**src/design/rmg_pkg.sv**
```systemverilog
// ----------------------------------------------------------------------------
// Region-masked grayscale package
// Widths, register codes, region modes and pipeline stage records.
// ----------------------------------------------------------------------------
package rmg_pkg;

   // Field widths.
   localparam int DIM_W    = 13;   // frame size register width
   localparam int COORD_W  = 12;   // column and row width
   localparam int CHAN_W   = 8;    // one color channel
   localparam int CSR_IDX_W = 2;

   // Largest frame dimension; dimensions are clamped to [2, MAX_DIM].
   localparam int MAX_DIM  = 4096;
   localparam int SPAN_W   = $clog2(MAX_DIM);     // a = W-1, b = H-1
   localparam int OFS_W    = COORD_W + 1;         // |2*column - k*a|
   localparam int PROD_W   = OFS_W + SPAN_W;      // offset times span
   localparam int AB_W     = 2 * SPAN_W;          // a*b
   localparam int ABSQ_W   = 2 * AB_W;            // (a*b)^2
   localparam int SQ_W     = 2 * PROD_W;          // squared scaled offset
   localparam int SUM_W    = CHAN_W + 2;          // b + g + r

   // Division by three: floor(s/3) = (s*683) >> 11 for every s below 2048.
   localparam int GRAY_SHIFT = 11;
   localparam logic [SUM_W-1:0] GRAY_RECIP = SUM_W'(683);
   localparam int GRAY_PROD_W = 2 * SUM_W;

   // Register reset values and the constants derived from them.
   localparam logic [DIM_W-1:0]  DIM_RESET   = DIM_W'(512);
   localparam logic [SPAN_W-1:0] SPAN_RESET  = SPAN_W'(511);
   localparam logic [AB_W-1:0]   AB_RESET    = AB_W'(SPAN_RESET) * AB_W'(SPAN_RESET);
   localparam logic [ABSQ_W-1:0] ABSQ_RESET  = ABSQ_W'(AB_RESET) * ABSQ_W'(AB_RESET);

   // Register indexes.
   typedef enum logic [CSR_IDX_W-1:0] {
      CSR_FRAME_WIDTH  = 2'd0,
      CSR_FRAME_HEIGHT = 2'd1,
      CSR_REGION_MODE  = 2'd2
   } csr_index_type;

   // Region shapes.
   typedef enum logic [1:0] {
      MODE_DIAMOND = 2'd0,
      MODE_CORNERS = 2'd1,
      MODE_CIRCLE  = 2'd2
   } region_mode_type;

   // Configuration as seen by the datapath.
   typedef struct packed {
      region_mode_type     mode;
      logic [SPAN_W-1:0]   span_x;   // W-1
      logic [SPAN_W-1:0]   span_y;   // H-1
      logic [AB_W-1:0]     ab;
      logic [ABSQ_W-1:0]   ab_sq;
   } cfg_type;

   // Per-stage load enables.
   typedef struct packed {
      logic load_s1;
      logic load_s2;
      logic load_s3;
      logic load_s4;
   } pipe_ctl_type;

   // Stage 1: absolute offsets and channel sum.
   typedef struct packed {
      logic [OFS_W-1:0]  x0;
      logic [OFS_W-1:0]  x1;
      logic [OFS_W-1:0]  y0;
      logic [OFS_W-1:0]  y1;
      logic [SUM_W-1:0]  sum;
      logic [CHAN_W-1:0] blue;
      logic [CHAN_W-1:0] green;
      logic [CHAN_W-1:0] red;
   } s1_type;

   // Stage 2: scaled offsets and gray mean.
   typedef struct packed {
      logic [PROD_W-1:0] px0;
      logic [PROD_W-1:0] px1;
      logic [PROD_W-1:0] qy0;
      logic [PROD_W-1:0] qy1;
      logic [CHAN_W-1:0] mean;
      logic [CHAN_W-1:0] blue;
      logic [CHAN_W-1:0] green;
      logic [CHAN_W-1:0] red;
   } s2_type;

   // Stage 3: squared offsets and the diamond decision.
   typedef struct packed {
      logic [SQ_W-1:0]   sx0;
      logic [SQ_W-1:0]   sx1;
      logic [SQ_W-1:0]   sy0;
      logic [SQ_W-1:0]   sy1;
      logic              diamond_out;
      logic [CHAN_W-1:0] mean;
      logic [CHAN_W-1:0] blue;
      logic [CHAN_W-1:0] green;
      logic [CHAN_W-1:0] red;
   } s3_type;

   // Result pixel.
   typedef struct packed {
      logic [CHAN_W-1:0] blue;
      logic [CHAN_W-1:0] green;
      logic [CHAN_W-1:0] red;
      logic              made_gray;
   } out_type;

endpackage

```
**src/design/rmg_csr.sv**
```systemverilog
// ----------------------------------------------------------------------------
// Region-masked grayscale configuration registers
// Holds frame size and mode, and precomputes the clamped spans, their
// product and its square one register apart so each is ready before the
// pipeline stage that reads it.
// ----------------------------------------------------------------------------
module rmg_csr (
   input  logic                         clock,
   input  logic                         reset,
   input  logic                         csr_we,
   input  logic [rmg_pkg::CSR_IDX_W-1:0] csr_index,
   input  logic [rmg_pkg::DIM_W-1:0]    csr_wdata,
   output rmg_pkg::cfg_type             cfg
);

   logic [rmg_pkg::DIM_W-1:0]    width_ff;
   logic [rmg_pkg::DIM_W-1:0]    height_ff;
   rmg_pkg::region_mode_type     mode_ff;
   logic [rmg_pkg::SPAN_W-1:0]   span_x_ff;
   logic [rmg_pkg::SPAN_W-1:0]   span_y_ff;
   logic [rmg_pkg::AB_W-1:0]     ab_ff;
   logic [rmg_pkg::ABSQ_W-1:0]   ab_sq_ff;
   logic [rmg_pkg::SPAN_W-1:0]   span_x_in;
   logic [rmg_pkg::SPAN_W-1:0]   span_y_in;
   logic [rmg_pkg::DIM_W-1:0]    width_in;
   logic [rmg_pkg::DIM_W-1:0]    height_in;
   logic [rmg_pkg::DIM_W-1:0]    width_clamp;
   logic [rmg_pkg::DIM_W-1:0]    height_clamp;

   localparam logic [rmg_pkg::DIM_W-1:0] DIM_MIN = rmg_pkg::DIM_W'(2);
   localparam logic [rmg_pkg::DIM_W-1:0] DIM_MAX = rmg_pkg::DIM_W'(rmg_pkg::MAX_DIM);

   // Register writes.
   always_ff @(posedge clock) begin
      if (reset) begin
         width_ff  <= rmg_pkg::DIM_RESET;
         height_ff <= rmg_pkg::DIM_RESET;
         mode_ff   <= rmg_pkg::MODE_DIAMOND;
      end else if (csr_we) begin
         case (csr_index)
            rmg_pkg::CSR_FRAME_WIDTH:  width_ff  <= csr_wdata;
            rmg_pkg::CSR_FRAME_HEIGHT: height_ff <= csr_wdata;
            rmg_pkg::CSR_REGION_MODE:  mode_ff   <= rmg_pkg::region_mode_type'(csr_wdata[1:0]);
            default: ;
         endcase
      end
   end

   // Clamp each dimension to the supported range and take one off. The
   // spans follow a write in the same cycle as the size registers do.
   always_comb begin
      width_in  = width_ff;
      height_in = height_ff;
      if (csr_we && (csr_index == rmg_pkg::CSR_FRAME_WIDTH)) width_in = csr_wdata;
      if (csr_we && (csr_index == rmg_pkg::CSR_FRAME_HEIGHT)) height_in = csr_wdata;
      if (width_in < DIM_MIN) width_clamp = DIM_MIN;
      else if (width_in > DIM_MAX) width_clamp = DIM_MAX;
      else width_clamp = width_in;
      if (height_in < DIM_MIN) height_clamp = DIM_MIN;
      else if (height_in > DIM_MAX) height_clamp = DIM_MAX;
      else height_clamp = height_in;
      span_x_in = rmg_pkg::SPAN_W'(width_clamp - rmg_pkg::DIM_W'(1));
      span_y_in = rmg_pkg::SPAN_W'(height_clamp - rmg_pkg::DIM_W'(1));
   end

   // Derived constants: the clamped spans, then one multiplication per register.
   always_ff @(posedge clock) begin
      if (reset) begin
         span_x_ff <= rmg_pkg::SPAN_RESET;
         span_y_ff <= rmg_pkg::SPAN_RESET;
         ab_ff     <= rmg_pkg::AB_RESET;
         ab_sq_ff  <= rmg_pkg::ABSQ_RESET;
      end else begin
         span_x_ff <= span_x_in;
         span_y_ff <= span_y_in;
         ab_ff     <= rmg_pkg::AB_W'(span_x_ff) * rmg_pkg::AB_W'(span_y_ff);
         ab_sq_ff  <= rmg_pkg::ABSQ_W'(ab_ff) * rmg_pkg::ABSQ_W'(ab_ff);
      end
   end

   assign cfg.mode   = mode_ff;
   assign cfg.span_x = span_x_ff;
   assign cfg.span_y = span_y_ff;
   assign cfg.ab     = ab_ff;
   assign cfg.ab_sq  = ab_sq_ff;

endmodule

```
**config.mk**
```make
export PLATFORM = sky130hd
export DESIGN_NAME = rmg_csr
export DESIGN_NICKNAME = d
export VERILOG_FILES = /design/src/design/rmg_pkg.sv /design/src/design/rmg_csr.sv
export SDC_FILE = /design/constraint.sdc
export NUM_CORES = 2
export LEC_CHECK = 0
export BUFFER_PORTS_ARGS = -buffer_cell sky130_fd_sc_hd__clkbuf_2
export CORE_MARGIN = 2
export CORE_UTILIZATION = 50
export DETAILED_ROUTE_END_ITERATION = 12
export PLACE_DENSITY = 0.66
export SYNTH_ARGS = -nofsm -noshare
export SYNTH_HDL_FRONTEND = slang
export SYNTH_SLANG_ARGS = --single-unit
export TNS_END_PERCENT = 50
```
**constraint.sdc**
```tcl
create_clock -name clock -period 9 [get_ports clock]
set_clock_uncertainty 0.05 [all_clocks]
set_input_delay 1.8 -clock clock [delete_from_list [all_inputs] [get_ports clock]]
set_output_delay 1.8 -clock clock [all_outputs]
set_load 0.02 [all_outputs]
```
==> metrics <==
Hold Path End mode_ff[1]; initial core utilization 50.4%; Synth Net Count 3575; Synth Flop Type dfxtp_1; FF-to-FF path depth 25; Final Setup Violations 0; Vias/cell around 5.2; Die W roughly 230 um; Worst Path Required 9.32 ns; RSZ-0062 raised after global routing no; area of the multi-input gates 19500 um^2; DRC Markers 0; Synth warnings 0; final hold violation count 0; GP Congestion 0.924; max incr delay on CP 1.01 ns; TNS Setup 0 ns; CTS Sinks ~120; Final nets around 3600; DR pass1 iterations 6; crit path kind reg -> reg; Worst path slowest cell dfxtp_1; end of the worst register-to-register path ab_sq_ff[47]; Max Slew Vio Count 0; status finished, final reports clean; CP arrival 8.58 ns; Post-synth EDFFs 0; #FFs+latches synth 123; non-filler cells, final 3543; first-pass GRT wire length 105000 um; CTS Hold Bufs 0; post-route ant nets 0; P&R area growth vs syn 7.47%; CTS tree done; First DRT Iteration DRCs around 1100; gr ovfl total 0; most frequent cell after synthesis inv_1; # rows slightly above 80; initial antenna violation count 0; post-DP HPWL 51100 um; Post-synth top cells 726 x inv_1, 522 x fa_1, 314 x nand2_1; worst slew pin tran ~1.1 ns; Vias 18500; max_slew headroom 25.5%; fill count 4625; Die H 228 um; startpoint types flip-flop; WL final 62500 um; Total Routing Usage GR 25.6%; Worst Setup End Kind flip-flop; port bufs 114; Resize count post-CTS 0; instance count of the mapped netlist 2795; Hold Crit Depth 2; I/O pins 116; H-tree Lvls 4; Reg2Reg Setup Slack between 0.7 and 0.8 ns; die area about 52000 um^2; share of cells above drive strength 1 7.21%; synth unique cells 65; min-delay src mode_ff[1]; Setup Buffers After CTS 0; core area around 50000 um^2; Yosys top cell area share about two fifths; clk_lat worst skew approximately 0.48 ns; syn_area_per_cell 8.99 um^2; Post-Syn Area 25100 um^2; Tmin final 8.26 ns; Fmax 0.121 GHz; Max FO, Critical Path 19; vias in the first global route 20200; Worst Hold Class reg -> reg; RR Startpoint ab_ff[5]; register area share after synthesis 9.80%; Root Buffer clkbuf_16; top post-synthesis cells by area fa_1 42%, ha_1 12%, inv_1 11%; Final period util 91.8%; largest net degree at the start of global routing 107; cell taking the most area after synthesis fa_1; Antenna Cells 0; placed insts between 3000 and 4000; MaxCap Viol Count 0; Avg WL per Cell around 18 um; Worst-path clk slew 0.07 ns; Num CTS Buffers 17; Crit path max-delay family adder cells; CP Depth 25; register area 2460 um^2; Crit path buffers/inverters 7; Post-synth ARST share 0%; Clock Tree Buf Depth 2
[cells in the final DEF, fill, tap and decap left out, types with 6 or more instances in the layout]
cell type | Yosys | layout
inv_1 | 726 | 726
fa_1 | 522 | 522
nand2_1 | 314 | 314
ha_1 | 240 | 240
and2_1 | 158 | 158
dfxtp_1 | 123 | 123
nor2_1 | 122 | 122
clkbuf_2 | 0 | 113
a21oi_1 | 67 | 67
a21o_1 | 45 | 45
xnor2_1 | 39 | 39
nand2b_1 | 35 | 35
buf_4 | 1 | 35
o21ai_0 | 33 | 33
mux2i_1 | 32 | 32
nor3_1 | 28 | 28
nor2b_1 | 26 | 26
xor2_1 | 21 | 21
clkbuf_16 | 0 | 17
o21a_1 | 16 | 16
o21bai_1 | 12 | 12
nand3_1 | 11 | 11
mux2_2 | 10 | 10
nand4_1 | 9 | 9
a211oi_1 | 9 | 9
and3_1 | 8 | 8
a31oi_1 | 8 | 8
or2_2 | 7 | 7
inv_6 | 0 | 7
a211o_1 | 6 | 6
or3_1 | 6 | 6
[worst max-delay path by stage]
stage               startpoint           end  slack, ns
detailed placement    ab_ff[5]  ab_sq_ff[47]       0.92
finish                ab_ff[5]  ab_sq_ff[47]       0.74
floorplan             ab_ff[2]  ab_sq_ff[47]       1.87
global route          ab_ff[5]  ab_sq_ff[47]       0.56
global placement      ab_ff[5]  ab_sq_ff[47]       1.04
CTS                   ab_ff[5]  ab_sq_ff[47]       0.86
[routing by layer]
| layer | share of wire, % | track usage (%) |
|---|---|---|
| met5 | 0 | 0 |
| met4 | 3.4 | 9.33 |
| met3 | 6.6 | 4.75 |
| met2 | 48 | 42.6 |
| met1 | 42 | 33.6 |
[registers in the layout, summed over array words and instances (netlist names)]
signal,cells
height_ff,13
span_y_ff,12
width_ff,13
ab_ff,24
span_x_ff,12
mode_ff,2
ab_sq_ff,47
[worst min-delay path, stage by stage, from the launching register on]
cell     delay (ns)
dfxtp_1        0.34
mux2i_1        0.07
nor2_1         0.07
[per-stage QoR]
stage	instance area, um^2	hold WS, ns	util (%)	setup slack [ns]
6_report	27000	0.462	54.1	0.738
5_1_grt	27000	0.510	54.1	0.562
4_1_cts	27000	0.463	54.1	0.864
3_5_place_dp	26400	0.444	52.9	0.916
3_3_place_gp	26400	0.428	52.9	1.04
2_1_floorplan	25100	0.421	-	1.87
[final cells by class]
| class | count | area share (%) |
|---|---|---|
| clock inverter | 15 | 0.640 |
| clock buffer | 17 | 1.58 |
| sequential | 123 | 9.12 |
| multi-input combinational | 1842 | 72.4 |
| tap | 672 | 3.11 |
| inverter | 726 | 10.1 |
| timing repair buffer | 148 | 3.07 |
[cell families (layout without fill, tap and decap cells)]
family          after synthesis  count (layout)  share of synthesized area, %
mux                          44              44                          1.81
buf+inv                     830             906                          12.4
simple gates                740             740                          14.0
other cells                   1               1                        0.0149
xor+xnor                     60              60                          2.09
fa+ha+maj                   762             762                          53.6
compound gates              235             235                          6.31
flops                       123             123                          9.80
Power is left out: the tool's default activity adds up to more than one toggle a clock period on the data nets, which glitch-free logic cannot reach.
