**src/design/rmg_pkg.sv**
```systemverilog
// ----------------------------------------------------------------------------
// Region-masked grayscale package
// Widths, register codes, region modes and pipeline stage records.
// ----------------------------------------------------------------------------
package rmg_pkg;

   // Field widths.
   localparam int DIM_W    = 13;   // frame size register width
   localparam int COORD_W  = 12;   // column and row width
   localparam int CHAN_W   = 8;    // one color channel
   localparam int CSR_IDX_W = 2;

   // Largest frame dimension; dimensions are clamped to [2, MAX_DIM].
   localparam int MAX_DIM  = 4096;
   localparam int SPAN_W   = $clog2(MAX_DIM);     // a = W-1, b = H-1
   localparam int OFS_W    = COORD_W + 1;         // |2*column - k*a|
   localparam int PROD_W   = OFS_W + SPAN_W;      // offset times span
   localparam int AB_W     = 2 * SPAN_W;          // a*b
   localparam int ABSQ_W   = 2 * AB_W;            // (a*b)^2
   localparam int SQ_W     = 2 * PROD_W;          // squared scaled offset
   localparam int SUM_W    = CHAN_W + 2;          // b + g + r

   // Division by three: floor(s/3) = (s*683) >> 11 for every s below 2048.
   localparam int GRAY_SHIFT = 11;
   localparam logic [SUM_W-1:0] GRAY_RECIP = SUM_W'(683);
   localparam int GRAY_PROD_W = 2 * SUM_W;

   // Register reset values and the constants derived from them.
   localparam logic [DIM_W-1:0]  DIM_RESET   = DIM_W'(512);
   localparam logic [SPAN_W-1:0] SPAN_RESET  = SPAN_W'(511);
   localparam logic [AB_W-1:0]   AB_RESET    = AB_W'(SPAN_RESET) * AB_W'(SPAN_RESET);
   localparam logic [ABSQ_W-1:0] ABSQ_RESET  = ABSQ_W'(AB_RESET) * ABSQ_W'(AB_RESET);

   // Register indexes.
   typedef enum logic [CSR_IDX_W-1:0] {
      CSR_FRAME_WIDTH  = 2'd0,
      CSR_FRAME_HEIGHT = 2'd1,
      CSR_REGION_MODE  = 2'd2
   } csr_index_type;

   // Region shapes.
   typedef enum logic [1:0] {
      MODE_DIAMOND = 2'd0,
      MODE_CORNERS = 2'd1,
      MODE_CIRCLE  = 2'd2
   } region_mode_type;

   // Configuration as seen by the datapath.
   typedef struct packed {
      region_mode_type     mode;
      logic [SPAN_W-1:0]   span_x;   // W-1
      logic [SPAN_W-1:0]   span_y;   // H-1
      logic [AB_W-1:0]     ab;
      logic [ABSQ_W-1:0]   ab_sq;
   } cfg_type;

   // Per-stage load enables.
   typedef struct packed {
      logic load_s1;
      logic load_s2;
      logic load_s3;
      logic load_s4;
   } pipe_ctl_type;

   // Stage 1: absolute offsets and channel sum.
   typedef struct packed {
      logic [OFS_W-1:0]  x0;
      logic [OFS_W-1:0]  x1;
      logic [OFS_W-1:0]  y0;
      logic [OFS_W-1:0]  y1;
      logic [SUM_W-1:0]  sum;
      logic [CHAN_W-1:0] blue;
      logic [CHAN_W-1:0] green;
      logic [CHAN_W-1:0] red;
   } s1_type;

   // Stage 2: scaled offsets and gray mean.
   typedef struct packed {
      logic [PROD_W-1:0] px0;
      logic [PROD_W-1:0] px1;
      logic [PROD_W-1:0] qy0;
      logic [PROD_W-1:0] qy1;
      logic [CHAN_W-1:0] mean;
      logic [CHAN_W-1:0] blue;
      logic [CHAN_W-1:0] green;
      logic [CHAN_W-1:0] red;
   } s2_type;

   // Stage 3: squared offsets and the diamond decision.
   typedef struct packed {
      logic [SQ_W-1:0]   sx0;
      logic [SQ_W-1:0]   sx1;
      logic [SQ_W-1:0]   sy0;
      logic [SQ_W-1:0]   sy1;
      logic              diamond_out;
      logic [CHAN_W-1:0] mean;
      logic [CHAN_W-1:0] blue;
      logic [CHAN_W-1:0] green;
      logic [CHAN_W-1:0] red;
   } s3_type;

   // Result pixel.
   typedef struct packed {
      logic [CHAN_W-1:0] blue;
      logic [CHAN_W-1:0] green;
      logic [CHAN_W-1:0] red;
      logic              made_gray;
   } out_type;

endpackage

```
**src/design/rmg_front.sv**
```systemverilog
// ----------------------------------------------------------------------------
// Region-masked grayscale front stages
// Stage 1 forms the absolute centre or corner offsets and the channel sum.
// Stage 2 scales the offsets by the opposite span and divides the sum by 3.
// ----------------------------------------------------------------------------
module rmg_front (
   input  logic                        clock,
   input  rmg_pkg::pipe_ctl_type       ctl,
   input  rmg_pkg::cfg_type            cfg,
   input  logic [rmg_pkg::COORD_W-1:0] column,
   input  logic [rmg_pkg::COORD_W-1:0] row,
   input  logic [rmg_pkg::CHAN_W-1:0]  blue_in,
   input  logic [rmg_pkg::CHAN_W-1:0]  green_in,
   input  logic [rmg_pkg::CHAN_W-1:0]  red_in,
   output rmg_pkg::s2_type             s2
);

   localparam int CTR_W = rmg_pkg::OFS_W + 1;   // signed 2*pos - span
   localparam int EDG_W = rmg_pkg::OFS_W + 2;   // signed 2*pos - 2*span

   rmg_pkg::s1_type s1_in, s1_ff;
   rmg_pkg::s2_type s2_in, s2_ff;

   logic [rmg_pkg::OFS_W-1:0]     ux, uy;
   logic signed [CTR_W-1:0]       cx, cy;
   logic signed [EDG_W-1:0]       ex, ey;
   logic [rmg_pkg::OFS_W-1:0]     cx_abs, cy_abs, ex_abs, ey_abs;
   logic [rmg_pkg::GRAY_PROD_W-1:0] gray_prod;

   // Offsets from the centre and from the far edges, doubled.
   always_comb begin
      ux = {column, 1'b0};
      uy = {row, 1'b0};
      cx = $signed({1'b0, ux}) - $signed({2'b00, cfg.span_x});
      cy = $signed({1'b0, uy}) - $signed({2'b00, cfg.span_y});
      ex = $signed({2'b00, ux}) - $signed({2'b00, cfg.span_x, 1'b0});
      ey = $signed({2'b00, uy}) - $signed({2'b00, cfg.span_y, 1'b0});
      cx_abs = cx[CTR_W-1] ? rmg_pkg::OFS_W'(-cx) : rmg_pkg::OFS_W'(cx);
      cy_abs = cy[CTR_W-1] ? rmg_pkg::OFS_W'(-cy) : rmg_pkg::OFS_W'(cy);
      ex_abs = ex[EDG_W-1] ? rmg_pkg::OFS_W'(-ex) : rmg_pkg::OFS_W'(ex);
      ey_abs = ey[EDG_W-1] ? rmg_pkg::OFS_W'(-ey) : rmg_pkg::OFS_W'(ey);
   end

   // Corner mode measures from both edges; the other shapes from the centre.
   always_comb begin
      if (cfg.mode == rmg_pkg::MODE_CORNERS) begin
         s1_in.x0 = ux;
         s1_in.x1 = ex_abs;
         s1_in.y0 = uy;
         s1_in.y1 = ey_abs;
      end else begin
         s1_in.x0 = cx_abs;
         s1_in.x1 = cx_abs;
         s1_in.y0 = cy_abs;
         s1_in.y1 = cy_abs;
      end
      s1_in.sum   = rmg_pkg::SUM_W'(blue_in) + rmg_pkg::SUM_W'(green_in)
                  + rmg_pkg::SUM_W'(red_in);
      s1_in.blue  = blue_in;
      s1_in.green = green_in;
      s1_in.red   = red_in;
   end

   always_ff @(posedge clock) begin
      if (ctl.load_s1) begin
         s1_ff <= s1_in;
      end
   end

   // Scale x offsets by H-1 and y offsets by W-1; gray mean by reciprocal.
   always_comb begin
      s2_in.px0 = rmg_pkg::PROD_W'(s1_ff.x0) * rmg_pkg::PROD_W'(cfg.span_y);
      s2_in.px1 = rmg_pkg::PROD_W'(s1_ff.x1) * rmg_pkg::PROD_W'(cfg.span_y);
      s2_in.qy0 = rmg_pkg::PROD_W'(s1_ff.y0) * rmg_pkg::PROD_W'(cfg.span_x);
      s2_in.qy1 = rmg_pkg::PROD_W'(s1_ff.y1) * rmg_pkg::PROD_W'(cfg.span_x);
      gray_prod = rmg_pkg::GRAY_PROD_W'(s1_ff.sum)
                * rmg_pkg::GRAY_PROD_W'(rmg_pkg::GRAY_RECIP);
      s2_in.mean  = gray_prod[rmg_pkg::GRAY_SHIFT +: rmg_pkg::CHAN_W];
      s2_in.blue  = s1_ff.blue;
      s2_in.green = s1_ff.green;
      s2_in.red   = s1_ff.red;
   end

   always_ff @(posedge clock) begin
      if (ctl.load_s2) begin
         s2_ff <= s2_in;
      end
   end

   assign s2 = s2_ff;

endmodule

```
**config.mk**
```make
export PLATFORM = sky130hd
export DESIGN_NAME = rmg_front
export DESIGN_NICKNAME = d
export VERILOG_FILES = /design/src/design/rmg_pkg.sv /design/src/design/rmg_front.sv
export SDC_FILE = /design/constraint.sdc
export NUM_CORES = 2
export LEC_CHECK = 0
export BUFFER_PORTS_ARGS = -buffer_cell sky130_fd_sc_hd__buf_2
export CAP_MARGIN = 10
export CORE_AREA = 5 5 249 251
export DETAILED_ROUTE_END_ITERATION = 7
export DIE_AREA = 0 0 254 256
export PLACE_DENSITY = 0.72
export SKIP_CTS_REPAIR_TIMING = 1
export SLEW_MARGIN = 25
export SYNTH_ARGS = -nofsm -noshare
export SYNTH_HDL_FRONTEND = slang
export SYNTH_SLANG_ARGS = --single-unit
```
**constraint.sdc**
```tcl
create_clock -name clock -period 7 [get_ports clock]
set_input_delay 0.35 -clock clock [delete_from_list [all_inputs] [get_ports clock]]
set_output_delay 0.35 -clock clock [all_outputs]
set_load 0.02 [all_outputs]
```
==> impl_metrics.tcl <==
set metrics [dict create \
    clkSlewWorstSetupHoldPaths_ns 0.06 \
    layout.nets 4547 \
    synth_cells 3412 \
    synth_edf_count 218 \
    tritoncts "yes" \
    ys_warn_count 0 \
    ys.flop_type "edfxtp_1" \
    die_w_um 254 \
    cp_max_fo 12 \
    vias_per_cell 5.31 \
    ys_ff_latch 218 \
    dp_hpwl_um 55800 \
    period_share 0.864 \
    slew_viol_final 0 \
    gp_congestion 0.899 \
    start_util 0.542 \
    antenna_found_initial 16 \
    hp-class "input pin to flop" \
    grt_pass1_wl_um 120000 \
    synthArstFlopShare 0 \
    avgSynthCellArea_um2 9.48 \
    r2r-start "s1_ff[52]$_DFFE_PP_" \
    holdCritStartpoint "column[7]" \
    ios 283 \
    r2r-end "s2[81]$_DFFE_PP_" \
    setup_tns_ns 0 \
    grt_pass1_vias 24100 \
    outcome "complete, no violations" \
    cp-end-kind "flop" \
    crit_path_start_kind "flop" \
    rrSetupSlack_ns 0.95 \
    drtAntennaViolNets 0 \
    cts.path.max_buffers 3 \
    hold_violations 0 \
    die-area_um2 65000 \
    reg2reg_depth 19 \
    synth.distinct_cells 74 \
    layout_commonest_cell "inv_1" \
    area_delta_synth_final_pct 9.00 \
    setup_viol 0 \
    cp-startpoint "s1_ff[52]$_DFFE_PP_" \
    cp.required_ns 7.34 \
    port-buffer-count 208 \
    wl_per_cell_um 16.2 \
    cap_violations 0 \
    cts_root_buffer "clkbuf_16" \
    synthesis.nets 4404 \
    crit_type "flop to flop" \
    crit_arrival_ns 6.39 \
    gr-total-overflow 0 \
    whs_endpoint "s1_ff[81]$_DFFE_PP_" \
    min_period_ns 6.05 \
    drive_above_1_share 0.0819 \
    yosysSeqAreaShare 0.202 \
    nFillCells 5148 \
    drtIter0Drc 1239 \
    drt_first_pass_iters 5 \
    h-tree-depth 1 \
    track_usage 0.221 \
    dr_total_vias 23200 \
    finalWirelength_um 70900 \
    layout_common_cells "703 x inv_1, 474 x fa_1, 432 x nand2_1, 367 x ha_1, 255 x and2_1" \
    numCtsBuffers 29 \
    core_um2 59700 \
    skew_ns 0.0136 \
    clock-sinks 218 \
    relSlewSlack 0.380 \
    clkLatencyLatePin_ns 0.59 \
    grt_max_degree 70 \
    multi_input_area_um2 22700 \
    rsz0062_at_grt "false" \
    netlist_area_um2 32300 \
    worst_slew_pin_slew_ns 0.929 \
    num_rows 90 \
    regArea_um2 6550 \
    max_freq_mhz 165 \
    whs_path_depth 3 \
    drc 0 \
    die_y_um 256 \
]
-- area by class of cell --
class | instances | share of cell area
diodes | 9 | 0.000639
clock buffers | 29 | 0.0206
clock inverters | 25 | 0.00817
inverters | 703 | 0.0749
multi-input cells | 2359 | 0.643
flip-flops and latches | 218 | 0.186
well taps | 782 | 0.0278
repair buffers | 244 | 0.0392
-- synth_stat cells, types with 11 or more instances --
master	count	area, µm²
edfxtp_1	218	6550
inv_1	703	2640
nand2_1	432	1620
nand2b_1	20	125
clkbuf_1	129	484
o21bai_1	14	105
nor3_1	28	140
o21a_1	22	165
xnor2_1	122	1070
a21oi_1	116	581
nor2_1	146	548
fa_1	474	9490
and3_1	11	68.8
a31oi_1	16	100
nand3_1	28	140
o21ai_0	50	250
nor2b_1	19	119
o21ai_1	19	95.1
a21o_1	28	210
ha_1	367	4590
and2_1	255	1600
xor2_1	43	377
-- through the flow --
| step | util | setup slack (ns) | cell area (µm²) | std cells | hold WS [ns] |
|---|---|---|---|---|---|
| 6_report | 0.590 | 0.953 | 35200 | 4369 | 0.0927 |
| 5_1_grt | 0.590 | 0.694 | 35200 | 4367 | 0.0980 |
| 2_1_floorplan | - | 1.31 | 32300 | 3412 | 0.400 |
| 3_5_place_dp | 0.569 | 0.875 | 34000 | 4282 | 0.405 |
| 3_3_place_gp | 0.569 | 0.896 | 34000 | 4282 | 0.401 |
| 4_1_cts | 0.586 | 0.978 | 35000 | 4336 | -0.0870 |
-- critical path: stages (launching register included) --
cell       delay [ns]
edfxtp_1         0.61
and2_1           0.26
fa_1             0.54
inv_1            0.06
fa_1             0.53
inv_1            0.05
fa_1             0.47
fa_1             0.49
inv_1            0.05
fa_1             0.47
inv_1            0.04
ha_1             0.19
or4_1            0.51
o22ai_1          0.29
o21ai_1          0.18
o21ai_1          0.24
nor2_1           0.09
a2111oi_2        0.45
a21oi_1          0.14
xnor2_1          0.15
-- registers in the layout, indices dropped and copies added (netlist names) --
register and count:
s1_ff 86, s2 132
-- logic make-up (layout without fill, tap and decap cells) --
logic type      count (synthesis)  count (layout)  share of synthesized area
buf+inv                       835            1001                     0.0971
other cells                     0               9                          0
compound gates                351             351                     0.0709
fa+ha+maj                     841             841                      0.436
mux                            12              12                    0.00379
flops                         218             218                      0.202
xor+xnor                      165             165                     0.0447
simple gates                  990             990                      0.145
-- routing by layer --
layer  part of all wire  global-route usage  wire (µm)  vias up
met2               0.47               0.367      33400      555
met4              0.021              0.0530       1480       10
met1               0.45               0.308      31700    11500
li1                   -                   -          -    11000
met5            0.00078                   0         55        -
met3              0.061              0.0333       4300       88
-- worst max-delay path by stage --
| stage | endpoint | slack [ns] | cells after the start |
|---|---|---|---|
| after floorplan | s2[81]$_DFFE_PP_ | 1.31 | 20 |
| after global placement | s2[81]$_DFFE_PP_ | 0.90 | 20 |
| after detailed placement | s2[81]$_DFFE_PP_ | 0.88 | 20 |
| after CTS | s2[81]$_DFFE_PP_ | 0.98 | 19 |
| after global routing | s2[81]$_DFFE_PP_ | 0.69 | 19 |
| final | s2[81]$_DFFE_PP_ | 0.95 | 19 |
Power is left out: the tool's default activity adds up to more than one toggle a clock period on the data nets, which glitch-free logic cannot reach.
